### src/rtl/core/gspd_pkg.sv
// ----------------------------------------------------------------------------
// gspd_pkg
// Shared types and constants of the gain scheduled PD servo with PWM output.
// ----------------------------------------------------------------------------
`default_nettype none

package gspd_pkg;

    // Field widths
    localparam int DIR_W   = 12;   // set point and measured direction
    localparam int ERR_W   = 13;   // control error
    localparam int DUTY_W  = 12;   // duty and duty centre
    localparam int CNT_W   = 12;   // PWM counter and period
    localparam int CFG_W   = 12;   // configuration write data
    localparam int IDX_W   = 2;    // configuration register index
    localparam int S_DATA_W = 16;  // measured_dir padded to whole bytes
    localparam int M_DATA_W = 32;  // pwm_level, duty, error padded

    // Configuration register indexes
    typedef enum logic [IDX_W-1:0] {
        REG_SET_POINT   = 2'd0,
        REG_DUTY_CENTER = 2'd1,
        REG_PWM_PERIOD  = 2'd2
    } cfg_reg_t;

    // Item kinds carried in tuser
    localparam logic FUNC_TICK    = 1'b0;
    localparam logic FUNC_MEASURE = 1'b1;

    // Register reset values
    localparam logic signed [DIR_W-1:0] SET_POINT_RST   = 12'sd640;
    localparam logic [DUTY_W-1:0]       DUTY_CENTER_RST = 12'd150;
    localparam logic [CNT_W-1:0]        PWM_PERIOD_RST  = 12'd2000;

    // Gain band bounds on |error| (5, 7, 10 and 20 in 1/16 units)
    localparam logic [ERR_W-1:0] BAND_1 = 13'd80;
    localparam logic [ERR_W-1:0] BAND_2 = 13'd112;
    localparam logic [ERR_W-1:0] BAND_3 = 13'd160;
    localparam logic [ERR_W-1:0] BAND_4 = 13'd320;

    // floor(x / 5) = (x * RECIP5) >> RECIP5_SHIFT for x below 2^18
    localparam logic [15:0] RECIP5       = 16'd52429;
    localparam int          RECIP5_SHIFT = 18;

    // Measurement result
    typedef struct packed {
        logic signed [ERR_W-1:0] error;
        logic [DUTY_W-1:0]       duty;
    } pd_result_t;

    // Tick result
    typedef struct packed {
        logic [CNT_W-1:0] count;
        logic             pin;
    } pwm_result_t;

endpackage : gspd_pkg

`default_nettype wire

### src/rtl/core/gspd_pd_law.sv
// ----------------------------------------------------------------------------
// gspd_pd_law
// Error, gain scheduling and saturated PD duty for one measurement item.
// ----------------------------------------------------------------------------
`default_nettype none

module gspd_pd_law
    import gspd_pkg::*;
(
    input  wire logic signed [DIR_W-1:0] set_point,
    input  wire logic signed [DIR_W-1:0] measured_dir,
    input  wire logic signed [ERR_W-1:0] prev_error,
    input  wire logic [DUTY_W-1:0]       duty_center,
    output pd_result_t                   result
);

    logic signed [ERR_W-1:0] err;
    logic [ERR_W-1:0]        mag;
    logic signed [13:0]      diff;
    logic signed [17:0]      diff_x;
    logic signed [17:0]      diff10;
    logic signed [19:0]      kd_term;
    logic signed [15:0]      err_x;
    logic signed [15:0]      kp_term;
    logic [19:0]             ctr_term;
    logic signed [21:0]      num;
    logic [14:0]             num_div32;
    logic [30:0]             prod;
    logic [12:0]             quot;

    // Error and magnitude
    assign err  = {set_point[DIR_W-1], set_point} - {measured_dir[DIR_W-1], measured_dir};
    assign mag  = err[ERR_W-1] ? (-err) : err;
    assign diff = {err[ERR_W-1], err} - {prev_error[ERR_W-1], prev_error};

    // Derivative: 10 * diff, then scaled by Kd
    assign diff_x = {{4{diff[13]}}, diff};
    assign diff10 = (diff_x <<< 3) + (diff_x <<< 1);

    // Proportional term in tenths, centre term times 160
    assign err_x    = {{3{err[ERR_W-1]}}, err};
    assign ctr_term = ({8'd0, duty_center} << 7) + ({8'd0, duty_center} << 5);

    // Gain bands
    always_comb
    begin
        priority if (mag < BAND_1)
        begin
            kp_term = '0;
            kd_term = {{2{diff10[17]}}, diff10};
        end
        else if (mag < BAND_2)
        begin
            kp_term = err_x;
            kd_term = {{2{diff10[17]}}, diff10} <<< 1;
        end
        else if (mag < BAND_3)
        begin
            kp_term = err_x <<< 1;
            kd_term = {{2{diff10[17]}}, diff10} + ({{2{diff10[17]}}, diff10} <<< 1);
        end
        else if (mag < BAND_4)
        begin
            kp_term = err_x + (err_x <<< 1);
            kd_term = {{2{diff10[17]}}, diff10};
        end
        else
        begin
            kp_term = err_x <<< 2;
            kd_term = {{2{diff10[17]}}, diff10};
        end
    end

    // Exact PD sum, scaled by 160
    assign num = $signed({2'b00, ctr_term}) + {{6{kp_term[15]}}, kp_term}
               + {{2{kd_term[19]}}, kd_term};

    // num / 160 as (num >> 5) / 5 through a reciprocal multiply
    assign num_div32 = num[19:5];
    assign prod      = {16'd0, num_div32} * {15'd0, RECIP5};
    assign quot      = prod[RECIP5_SHIFT+12:RECIP5_SHIFT];

    // Saturation to the duty range
    always_comb
    begin
        result.error = err;
        if (num[21])
            result.duty = '0;
        else if (quot[12])
            result.duty = '1;
        else
            result.duty = quot[DUTY_W-1:0];
    end

endmodule : gspd_pd_law

`default_nettype wire

### src/rtl/core/gspd_pwm.sv
// ----------------------------------------------------------------------------
// gspd_pwm
// PWM counter step with wrap at the period and pin compare against duty.
// ----------------------------------------------------------------------------
`default_nettype none

module gspd_pwm
    import gspd_pkg::*;
(
    input  wire logic [CNT_W-1:0]  tick_count,
    input  wire logic [CNT_W-1:0]  pwm_period,
    input  wire logic [DUTY_W-1:0] duty,
    output pwm_result_t            result
);

    logic [CNT_W:0] count_inc;

    // Wrap to zero once the next count reaches the period
    assign count_inc = {1'b0, tick_count} + {{CNT_W{1'b0}}, 1'b1};

    always_comb
    begin
        if (count_inc >= {1'b0, pwm_period})
            result.count = '0;
        else
            result.count = count_inc[CNT_W-1:0];
        result.pin = (result.count <= duty);
    end

endmodule : gspd_pwm

`default_nettype wire

### src/rtl/core/gain_scheduled_pd_servo_pwm.sv
// ----------------------------------------------------------------------------
// gain_scheduled_pd_servo_pwm
// Gain scheduled PD servo law with a software PWM counter, streaming I/O.
// ----------------------------------------------------------------------------
// Path: an item taken into the input register has its result loaded into the
//   result register as soon as that register is empty or being read.
// Throughput: one item per cycle while m_tready is high; the state update
//   of each item is combinational logic between the input and result registers.
// Reset: rst_n asynchronous, clears counter and errors, duty to 150,
//   registers to their reset values. No clearing pass.
// ----------------------------------------------------------------------------
`default_nettype none

module gain_scheduled_pd_servo_pwm
    import gspd_pkg::*;
(
    input  wire logic                clk,
    input  wire logic                rst_n,
    // Input items
    input  wire logic                s_tvalid,
    output logic                     s_tready,
    input  wire logic [S_DATA_W-1:0] s_tdata,   // [11:0] measured_dir, rest zero
    input  wire logic                s_tuser,   // [0] func
    // Result items
    output logic                     m_tvalid,
    input  wire logic                m_tready,
    output logic [M_DATA_W-1:0]      m_tdata,   // [0] pwm_level, [12:1] duty,
                                                // [25:13] error, rest zero
    // Configuration writes
    input  wire logic                cfg_valid,
    output logic                     cfg_ready,
    input  wire logic [IDX_W-1:0]    cfg_index,
    input  wire logic [CFG_W-1:0]    cfg_data
);

    // Configuration registers
    logic signed [DIR_W-1:0] set_point_reg;
    logic [DUTY_W-1:0]       duty_center_reg;
    logic [CNT_W-1:0]        pwm_period_reg;

    // Controller state
    logic [CNT_W-1:0]        tick_count_reg,  tick_count_next;
    logic signed [ERR_W-1:0] cur_err_reg,     cur_err_next;
    logic signed [ERR_W-1:0] prev_err_reg,    prev_err_next;
    logic [DUTY_W-1:0]       duty_reg,        duty_next;
    logic                    pin_reg,         pin_next;

    // Input and result registers
    logic                    in_valid_reg;
    logic                    in_func_reg;
    logic signed [DIR_W-1:0] in_dir_reg;
    logic                    out_valid_reg;
    logic [M_DATA_W-1:0]     out_data_reg,    out_data_next;

    logic                    advance;
    logic                    in_take;
    pd_result_t              pd_res;
    pwm_result_t             pwm_res;

    // Handshake
    assign advance   = in_valid_reg && (!out_valid_reg || m_tready);
    assign s_tready  = !in_valid_reg || advance;
    assign in_take   = s_tvalid && s_tready;
    assign cfg_ready = 1'b1;
    assign m_tvalid  = out_valid_reg;
    assign m_tdata   = out_data_reg;

    // Configuration write port
    always_ff @(posedge clk or negedge rst_n)
    begin
        if (!rst_n)
        begin
            set_point_reg   <= SET_POINT_RST;
            duty_center_reg <= DUTY_CENTER_RST;
            pwm_period_reg  <= PWM_PERIOD_RST;
        end
        else if (cfg_valid)
        begin
            unique case (cfg_index)
                REG_SET_POINT:   set_point_reg   <= cfg_data;
                REG_DUTY_CENTER: duty_center_reg <= cfg_data;
                REG_PWM_PERIOD:  pwm_period_reg  <= cfg_data;
                default:         ;
            endcase
        end
    end

    // Input register
    always_ff @(posedge clk or negedge rst_n)
    begin
        if (!rst_n)
            in_valid_reg <= 1'b0;
        else if (s_tready)
            in_valid_reg <= s_tvalid;
    end

    always_ff @(posedge clk)
    begin
        if (in_take)
        begin
            in_func_reg <= s_tuser;
            in_dir_reg  <= s_tdata[DIR_W-1:0];
        end
    end

    // Measurement path
    gspd_pd_law u_pd_law (
        .set_point    (set_point_reg),
        .measured_dir (in_dir_reg),
        .prev_error   (cur_err_reg),
        .duty_center  (duty_center_reg),
        .result       (pd_res)
    );

    // Tick path
    gspd_pwm u_pwm (
        .tick_count (tick_count_reg),
        .pwm_period (pwm_period_reg),
        .duty       (duty_reg),
        .result     (pwm_res)
    );

    // State update for the item in the input register
    always_comb
    begin
        tick_count_next = tick_count_reg;
        cur_err_next    = cur_err_reg;
        prev_err_next   = prev_err_reg;
        duty_next       = duty_reg;
        pin_next        = pin_reg;
        if (in_func_reg == FUNC_MEASURE)
        begin
            prev_err_next = cur_err_reg;
            cur_err_next  = pd_res.error;
            duty_next     = pd_res.duty;
        end
        else
        begin
            tick_count_next = pwm_res.count;
            pin_next        = pwm_res.pin;
        end
        out_data_next = {{(M_DATA_W-1-DUTY_W-ERR_W){1'b0}},
                         cur_err_next, duty_next, pin_next};
    end

    always_ff @(posedge clk or negedge rst_n)
    begin
        if (!rst_n)
        begin
            tick_count_reg <= '0;
            cur_err_reg    <= '0;
            prev_err_reg   <= '0;
            duty_reg       <= DUTY_CENTER_RST;
            pin_reg        <= 1'b0;
        end
        else if (advance)
        begin
            tick_count_reg <= tick_count_next;
            cur_err_reg    <= cur_err_next;
            prev_err_reg   <= prev_err_next;
            duty_reg       <= duty_next;
            pin_reg        <= pin_next;
        end
    end

    // Result register
    always_ff @(posedge clk or negedge rst_n)
    begin
        if (!rst_n)
            out_valid_reg <= 1'b0;
        else if (advance)
            out_valid_reg <= 1'b1;
        else if (m_tready)
            out_valid_reg <= 1'b0;
    end

    always_ff @(posedge clk)
    begin
        if (advance)
            out_data_reg <= out_data_next;
    end

    // Checks
    a_cnt_wrap: assert property (@(posedge clk) disable iff (!rst_n)
        advance && (in_func_reg == FUNC_TICK) |=>
            (tick_count_reg == '0) || (tick_count_reg < $past(pwm_period_reg)))
        else $error("PWM counter not below period after a tick");

    a_meas_keeps_cnt: assert property (@(posedge clk) disable iff (!rst_n)
        advance && (in_func_reg == FUNC_MEASURE) |=> $stable(tick_count_reg))
        else $error("measurement item moved the PWM counter");

    a_tick_keeps_err: assert property (@(posedge clk) disable iff (!rst_n)
        advance && (in_func_reg == FUNC_TICK) |=>
            $stable(cur_err_reg) && $stable(prev_err_reg) && $stable(duty_reg))
        else $error("tick item changed the error or duty state");

    a_result_matches_state: assert property (@(posedge clk) disable iff (!rst_n)
        advance |=> m_tvalid && (m_tdata[0] == pin_reg)
            && (m_tdata[DUTY_W:1] == duty_reg))
        else $error("result item does not match controller state");

endmodule : gain_scheduled_pd_servo_pwm

`default_nettype wire
### config.mk
export PLATFORM = sky130hd
export DESIGN_NAME = gain_scheduled_pd_servo_pwm
export DESIGN_NICKNAME = d
export VERILOG_FILES = /design/src/rtl/core/gspd_pkg.sv /design/src/rtl/core/gspd_pd_law.sv /design/src/rtl/core/gspd_pwm.sv /design/src/rtl/core/gain_scheduled_pd_servo_pwm.sv
export SDC_FILE = /design/constraint.sdc
export NUM_CORES = 1
export LEC_CHECK = 0
export ABC_AREA = 1
export BUFFER_PORTS_ARGS = -buffer_cell sky130_fd_sc_hd__buf_4
export CAP_MARGIN = 20
export CORE_ASPECT_RATIO = 1.5
export CORE_MARGIN = 5
export CORE_UTILIZATION = 30
export DETAILED_ROUTE_END_ITERATION = 10
export HOLD_SLACK_MARGIN = 0.05
export SYNTH_ARGS = -nofsm -noshare
export SYNTH_HDL_FRONTEND = slang
export SYNTH_SLANG_ARGS = --single-unit
### constraint.sdc
create_clock -name clk -period 22.8 [get_ports clk]
set_clock_uncertainty 0.1 [all_clocks]
set_input_delay 2.28 -clock clk [delete_from_list [all_inputs] [get_ports clk]]
set_output_delay 2.28 -clock clk [all_outputs]
set_load 0.01 [all_outputs]
# --- After elaboration in Yosys (flattened, before gate mapping) ---
# Cells that the tools add are included.
totals:
  wordCells: 60
  register_bits: 115
classes:
  n_addsub: 10
  order_cmp: 6
  n_reduce_logical: 12
  n_bitwise: 1
  mux: 16
  n_eq_ne: 2
  multipliers: 1
ops:
  columns: ["cell", "count"]
  rows:
  - ["16-bit 2-to-1 mux", 4]
  - ["20-bit 2-to-1 mux", 3]
  - ["12-bit 2-to-1 mux", 4]
  - ["15-bit by 16-bit multiplier with 31-bit output, second input constant", 1]
  - ["13-bit by 7-bit less-than comparator with 1-bit output, second input constant", 2]
  - ["13-bit 2-to-1 mux", 2]
  - ["21-bit by 16-bit adder with 22-bit output", 1]
  - ["22-bit adder", 1]
  - ["18-bit by 19-bit adder with 20-bit output", 1]
  - ["19-bit by 17-bit adder with 20-bit output", 1]
  - ["17-bit by 15-bit adder with 18-bit output", 1]
  - ["13-bit by 14-bit adder with 15-bit output", 1]
  - ["13-bit by 13-bit subtractor with 14-bit output", 1]
  - ["12-bit by 1-bit adder with 13-bit output, second input constant", 1]
  - ["13-bit by 12-bit >= comparator with 1-bit output", 1]
  - ["13-bit by 8-bit less-than comparator with 1-bit output, second input constant", 1]
  - ["13-bit by 9-bit less-than comparator with 1-bit output, second input constant", 1]
  - ["13-bit negator", 1]
  - ["12-bit by 12-bit subtractor with 13-bit output", 1]
  - ["12-bit <= comparator", 1]
  - ["2-bit AND reduction", 4]
  - ["1-bit 2-to-1 mux", 3]
  - ["2-bit by 1-bit equality test with 1-bit output, second input constant", 1]
  - ["2-bit equality test, second input constant", 1]
  - ["6 further kinds", 9]

# --- Logic depth before layout (Yosys ltp) ---
depth:
  word_depth: 14
  mapped_depth: 80
  depth_no_buf: 78

# --- By module ---
# From an unflattened synthesis, not the netlist that was laid out.
hier_totals:
  hier_cells: 2082
  area_unflattened_um2: 15673.8
modules_own_cells:
  columns: ["mod", "cells_per_inst", "instances", "area_each_um2"]
  rows:
  - ["gspd_pd_law", 1465, 1, 10080.9]
  - ["gain_scheduled_pd_servo_pwm", 437, 1, 4531.8]
  - ["gspd_pwm", 180, 1, 1061.0]

# --- Worst setup path after synthesis ---
# OpenSTA, ideal clock, no wires.
synth_path:
  path_kind: "flip-flop to flip-flop"
  startpoint: "reg set_point_reg[0]"
  endpoint: "reg out_data_reg[12], in the netlist m_tdata[12] (data pin)"
  arrival_time_ns: 11.191
  stages_incl_launch_ff: 65
  path_slack_ns: 11.243
  required_time_ns: 22.434
  setup_ns: 0.266
  cell_sequence: "dfrtp_1 > inv_1 > ha_1 > inv_1 > fa_1 > xor2_1 > ha_1 > nand2_1 > nand2_1 > a31oi_1 > inv_1 > a21oi_1 > o21ai_0 > xor2_1 > inv_1 > ha_1 > inv_1 > o21bai_1 > [... 29 more ...] > fa_1 > inv_1 > fa_1 > inv_1 > fa_1 > inv_1 > ha_1 > nand2_1 > nor3_1 > a221oi_1 > o21ai_2 > nand2_1 > nand2_1 > xor2_1 > inv_1 > nand2_1 > nand2_1 > o21ai_1"
synth_between:
  elab_chain_len: 14
  word_cells_on_any_way: 24
synth_lines:
  columns: ["item", "line", "rtl"]
  rows:
  - ["from (decl)", "gain_scheduled_pd_servo_pwm.sv:37", "logic signed [DIR_W-1:0] set_point_reg;"]
  - ["from (signal assigned)", "gain_scheduled_pd_servo_pwm.sv:80", "REG_SET_POINT: set_point_reg <= cfg_data;"]
  - ["12-bit by 12-bit subtractor with 13-bit output *", "gspd_pd_law.sv:32", "assign err = {set_point[DIR_W-1], set_point} - {measured_dir[DIR_W-1], measured_dir};"]
  - ["13-bit negator", "gspd_pd_law.sv:33", "assign mag = err[ERR_W-1] ? (-err) : err;"]
  - ["13-bit 2-to-1 mux", "gspd_pd_law.sv:33", null]
  - ["13-bit by 9-bit less-than comparator with 1-bit output", "gspd_pd_law.sv:62", "else if (mag < BAND_4)"]
  - ["16-bit 2-to-1 mux", "gspd_pd_law.sv:62", null]
  - ["16-bit 2-to-1 mux", "gspd_pd_law.sv:57", "else if (mag < BAND_3)"]
  - ["16-bit 2-to-1 mux", "gspd_pd_law.sv:52", "else if (mag < BAND_2)"]
  - ["16-bit 2-to-1 mux", "gspd_pd_law.sv:47", "priority if (mag < BAND_1)"]
  - ["21-bit by 16-bit adder with 22-bit output", "gspd_pd_law.sv:75", "assign num = $signed({2'b00, ctr_term}) + {{6{kp_term[15]}}, kp_term}"]
  - ["22-bit adder *", "gspd_pd_law.sv:76", "+ {{2{kd_term[19]}}, kd_term};"]
  - ["15-bit by 16-bit multiplier with 31-bit output", "gspd_pd_law.sv:80", "assign prod = {16'd0, num_div32} * {15'd0, RECIP5};"]
  - ["12-bit 2-to-1 mux", "gspd_pd_law.sv:89", "else if (quot[12])"]
  - ["12-bit 2-to-1 mux *", "gspd_pd_law.sv:87", "if (num[21])"]
  - ["12-bit 2-to-1 mux *", "gain_scheduled_pd_servo_pwm.sv:131", "if (in_func_reg == FUNC_MEASURE)"]
  - ["named net duty_next[11]", "gain_scheduled_pd_servo_pwm.sv:45", "logic [DUTY_W-1:0] duty_reg, duty_next;"]
  - ["to (signal assigned)", "gain_scheduled_pd_servo_pwm.sv:180", "out_data_reg <= out_data_next;"]
  - ["to (decl)", "gain_scheduled_pd_servo_pwm.sv:53", "logic [M_DATA_W-1:0] out_data_reg, out_data_next;"]
# The timed path passes the listed nets; every way through them passes the cells marked *.
# A chain may end at the register's enable or synchronous reset.

# --- Worst setup path after layout ---
layout_path:
  startpoint: "reg set_point_reg[0]"
  endpoint: "reg out_data_reg[9], in the netlist m_tdata[9] (data pin)"
# The elaborated chain is that of the path after synthesis.

==> results.py <==
metrics = {
    "status": {
        "outcome": "finished clean",
    },
    "clock_network": {
        "clk_latency_ps": 450,
        "cts_root_buf": "clkbuf_16",
        "cts_htree_levels": 4,
        "cts_resized": 0,
        "cts.sinks": 115,
        "cts.path.max_buffers": 2,
        "path_clk_slew_ps": 60,
        "hold_buffers": 0,
        "cts_made_buffers": 17,
        "cts_setup_buffers": 0,
        "cts_tree": "built",
    },
    "detailed_routing": {
        "drt_iter0_markers": 583,
        "wl_per_cell_um": 14.80,
        "routed_wl_mm": 40.61,
        "drt_first_pass_iters": 5,
        "drtAntennaViolNets": 0,
        "vias_per_cell": 4.743,
        "route.detailed.drc": 0,
        "num_vias": 13010,
    },
    "placement": {
        "dpl_worst_slack_ps": 9820,
        "hpwl_mm": 34.70,
        "finalWeightedCongestion": 0.9383,
        "placed_area_sq_um": 16470,
        "port_buffers": 59,
    },
    "worst_hold_path": {
        "min_to": "duty_reg[4]$_DFFE_PN1P_",
        "hold_start": "duty_reg[4]$_DFFE_PN1P_",
        "hold_depth": 2,
        "hold_path.class": "flop to flop",
    },
    "final_layout": {
        "drive_gt1_frac": 0.09012,
        "fin_area_sq_um": 17100,
        "areaGrowthSynthToFinish_pct": 11.86,
        "largest_reg_flops": 26,
        "nNetsFinal": 2424,
        "diodes": 0,
        "fillers": 5334,
    },
    "setup_path": {
        "slowest_stage": "fa_1",
        "cp_common_cell": "nand2_1",
        "cp-start-kind": "flop",
        "reg2reg_to": "m_tdata[9]$_DFFE_PP_",
        "reg2reg_slack_ps": 9780,
        "crit_type": "flop to flop",
        "path_max_fanout": 12,
        "r2r-start": "set_point_reg[0]$_DFFE_PN0P_",
        "cpLargestDelayFamily": "adder cells",
        "cpPeakStageDelay_ps": 580,
        "crit_buf_inv": 11,
        "reg2reg_depth": 62,
        "end_kind": "flop",
        "cp.required_ps": 22910,
        "cp.arrival_ps": 13120,
    },
    "floorplanning": {
        "design.core.area_sq_um": 50550,
        "rows": 101,
        "dieArea_sq_um": 55660,
        "start_util": 0.3024,
        "ioPinCount": 71,
        "fp.dieW_um": 194.3,
        "die_height_um": 286.4,
    },
    "yosys": {
        "netlist_top_cells_area": "ha_1, nand2_1, fa_1, dfrtp_1, inv_1",
        "synth_seq_cells": 115,
        "yosys-top-cells-count": "nand2_1, inv_1, ha_1, o21ai_0, a21oi_1",
        "synth_edf_count": 39,
        "synthArstFlopShare": 0.6609,
        "syn_avg_cell_area_sq_um": 7.616,
        "synthCells": 2007,
        "synth_cell_types": 55,
        "yosys.area.top_type_share": 0.2006,
        "synth_seq_area_share": 0.2024,
        "synthesis.area_sq_um": 15280,
        "synth_largest_area_cell": "ha_1",
        "synth.most_common_cell": "nand2_1",
        "synth_ff_type": "dfrtp_1",
        "ys_warn_count": 0,
    },
    "job": {
        "max_cap_viol_count": 0,
    },
    "sta": {
        "tightest_slew_ps": 1001,
        "min_period_ps": 13020,
        "setup_slack_ps": 9781,
        "finalSetupTns_ps": 0,
        "finalHoldViolations": 0,
        "drv_slew": 0,
        "maxSlewHeadroom": 0.3322,
        "fmax_mhz": 76.81,
        "holdWs_ps": 370.8,
        "rsz0062_at_grt": "false",
        "setup_viol": 0,
        "finalCritPeriodShare": 0.5710,
    },
    "grt": {
        "antenna_found_initial": 0,
        "grt_pass1_vias": 13470,
        "grt_max_degree": 67,
        "grt_usage": 0.1475,
        "overflow": 0,
        "grt_first_pass_wirelength_mm": 66.96,
    },
}
## per-stage QoR
step                      utilization  cells
after floorplan                     -   2012
after global placement         0.3256   2711
after detailed placement       0.3258   2712
after CTS                      0.3382   2744
after global routing           0.3382   2744
final                          0.3382   2744
## placed cells by master, fill, tap and decap left out, drive strengths merged
cell type  Yosys  layout
o31ai          3       3
nor4           1       1
nor2          99      99
a21o          10      10
a2111oi        1       1
nor3b          1       1
nand2        466     466
conb           2       7
buf           16      69
or2            6       6
o21ai        153     153
o221ai         8       8
a21oi        117     117
nand4         20      20
a22oi          2       2
nand3         82      82
nor3          13      13
a221oi        11      11
o21a           4       4
o2111ai        2       2
xnor2         18      18
o22ai         11      11
xor2          57      57
a31oi         10      10
dfstp         16      16
inv          388     391
edfxtp        39      39
dfrtp         60      60
o21bai        20      20
a211oi         6       6
fa            81      81
ha           245     245
clkinv         1       6
o211ai         6       6
bufinv         0       4
a22o           2       2
nand3b         6       6
clkbuf        22      18
clkinvlp       0       2
and2           2       2
## final cells by class
type / count / area, sq um / share of cell area
clock buffers: 18 / 429.2 / 0.02510
well taps: 669 / 837.1 / 0.04896
clock inverters: 14 / 201.4 / 0.01178
multi-input cells: 1470 / 10560 / 0.6174
flip-flops and latches: 115 / 3093 / 0.1809
inverters: 389 / 1463 / 0.08555
repair buffers: 69 / 518.0 / 0.03030
## worst reg2reg max path, delay by kind of cell (launching register included)
kind	cells	cell delay (ps)
and+or+nand+nor	21	2360
DFF	1	380
adders and majority gates	14	5770
buffers and inverters	11	1000
xor gates and xnor gates	5	1100
AOI/OAI and AO/OA	11	2070
## kinds of logic after synthesis
group | Yosys count | synth area share
xor gates and xnor gates | 75 | 0.04347
other | 2 | 0.0004913
and+or+nand+nor | 696 | 0.2001
adders and majority gates | 326 | 0.3066
AOI/OAI and AO/OA | 366 | 0.1388
buffers and inverters | 427 | 0.1082
DFF | 115 | 0.2024
## worst max path at each step
stage / start / end / slack, ps / depth (start not counted)
4_1_cts: set_point_reg[0]$_DFFE_PN0P_ / m_tdata[9]$_DFFE_PP_ / 9780 / 62
5_1_grt: set_point_reg[0]$_DFFE_PN0P_ / duty_reg[11]$_DFFE_PN0P_ / 8720 / 64
3_3_place_gp: set_point_reg[0]$_DFFE_PN0P_ / m_tdata[9]$_DFFE_PP_ / 9910 / 64
2_1_floorplan: set_point_reg[0]$_DFFE_PN0P_ / m_tdata[12]$_DFFE_PP_ / 11240 / 64
6_report: set_point_reg[0]$_DFFE_PN0P_ / m_tdata[9]$_DFFE_PP_ / 9780 / 62
3_5_place_dp: set_point_reg[0]$_DFFE_PN0P_ / m_tdata[9]$_DFFE_PP_ / 9820 / 62
## metal layers
layer / share of wire / GRT usage
met1: 0.39 / 0.1562
met2: 0.54 / 0.2879
met3: 0.023 / 0.01491
met4: 0.048 / 0.07246
met5: 0 / 0
Power is left out: the tool's default activity adds up to more than one toggle a clock period on the data nets, which glitch-free logic cannot reach.
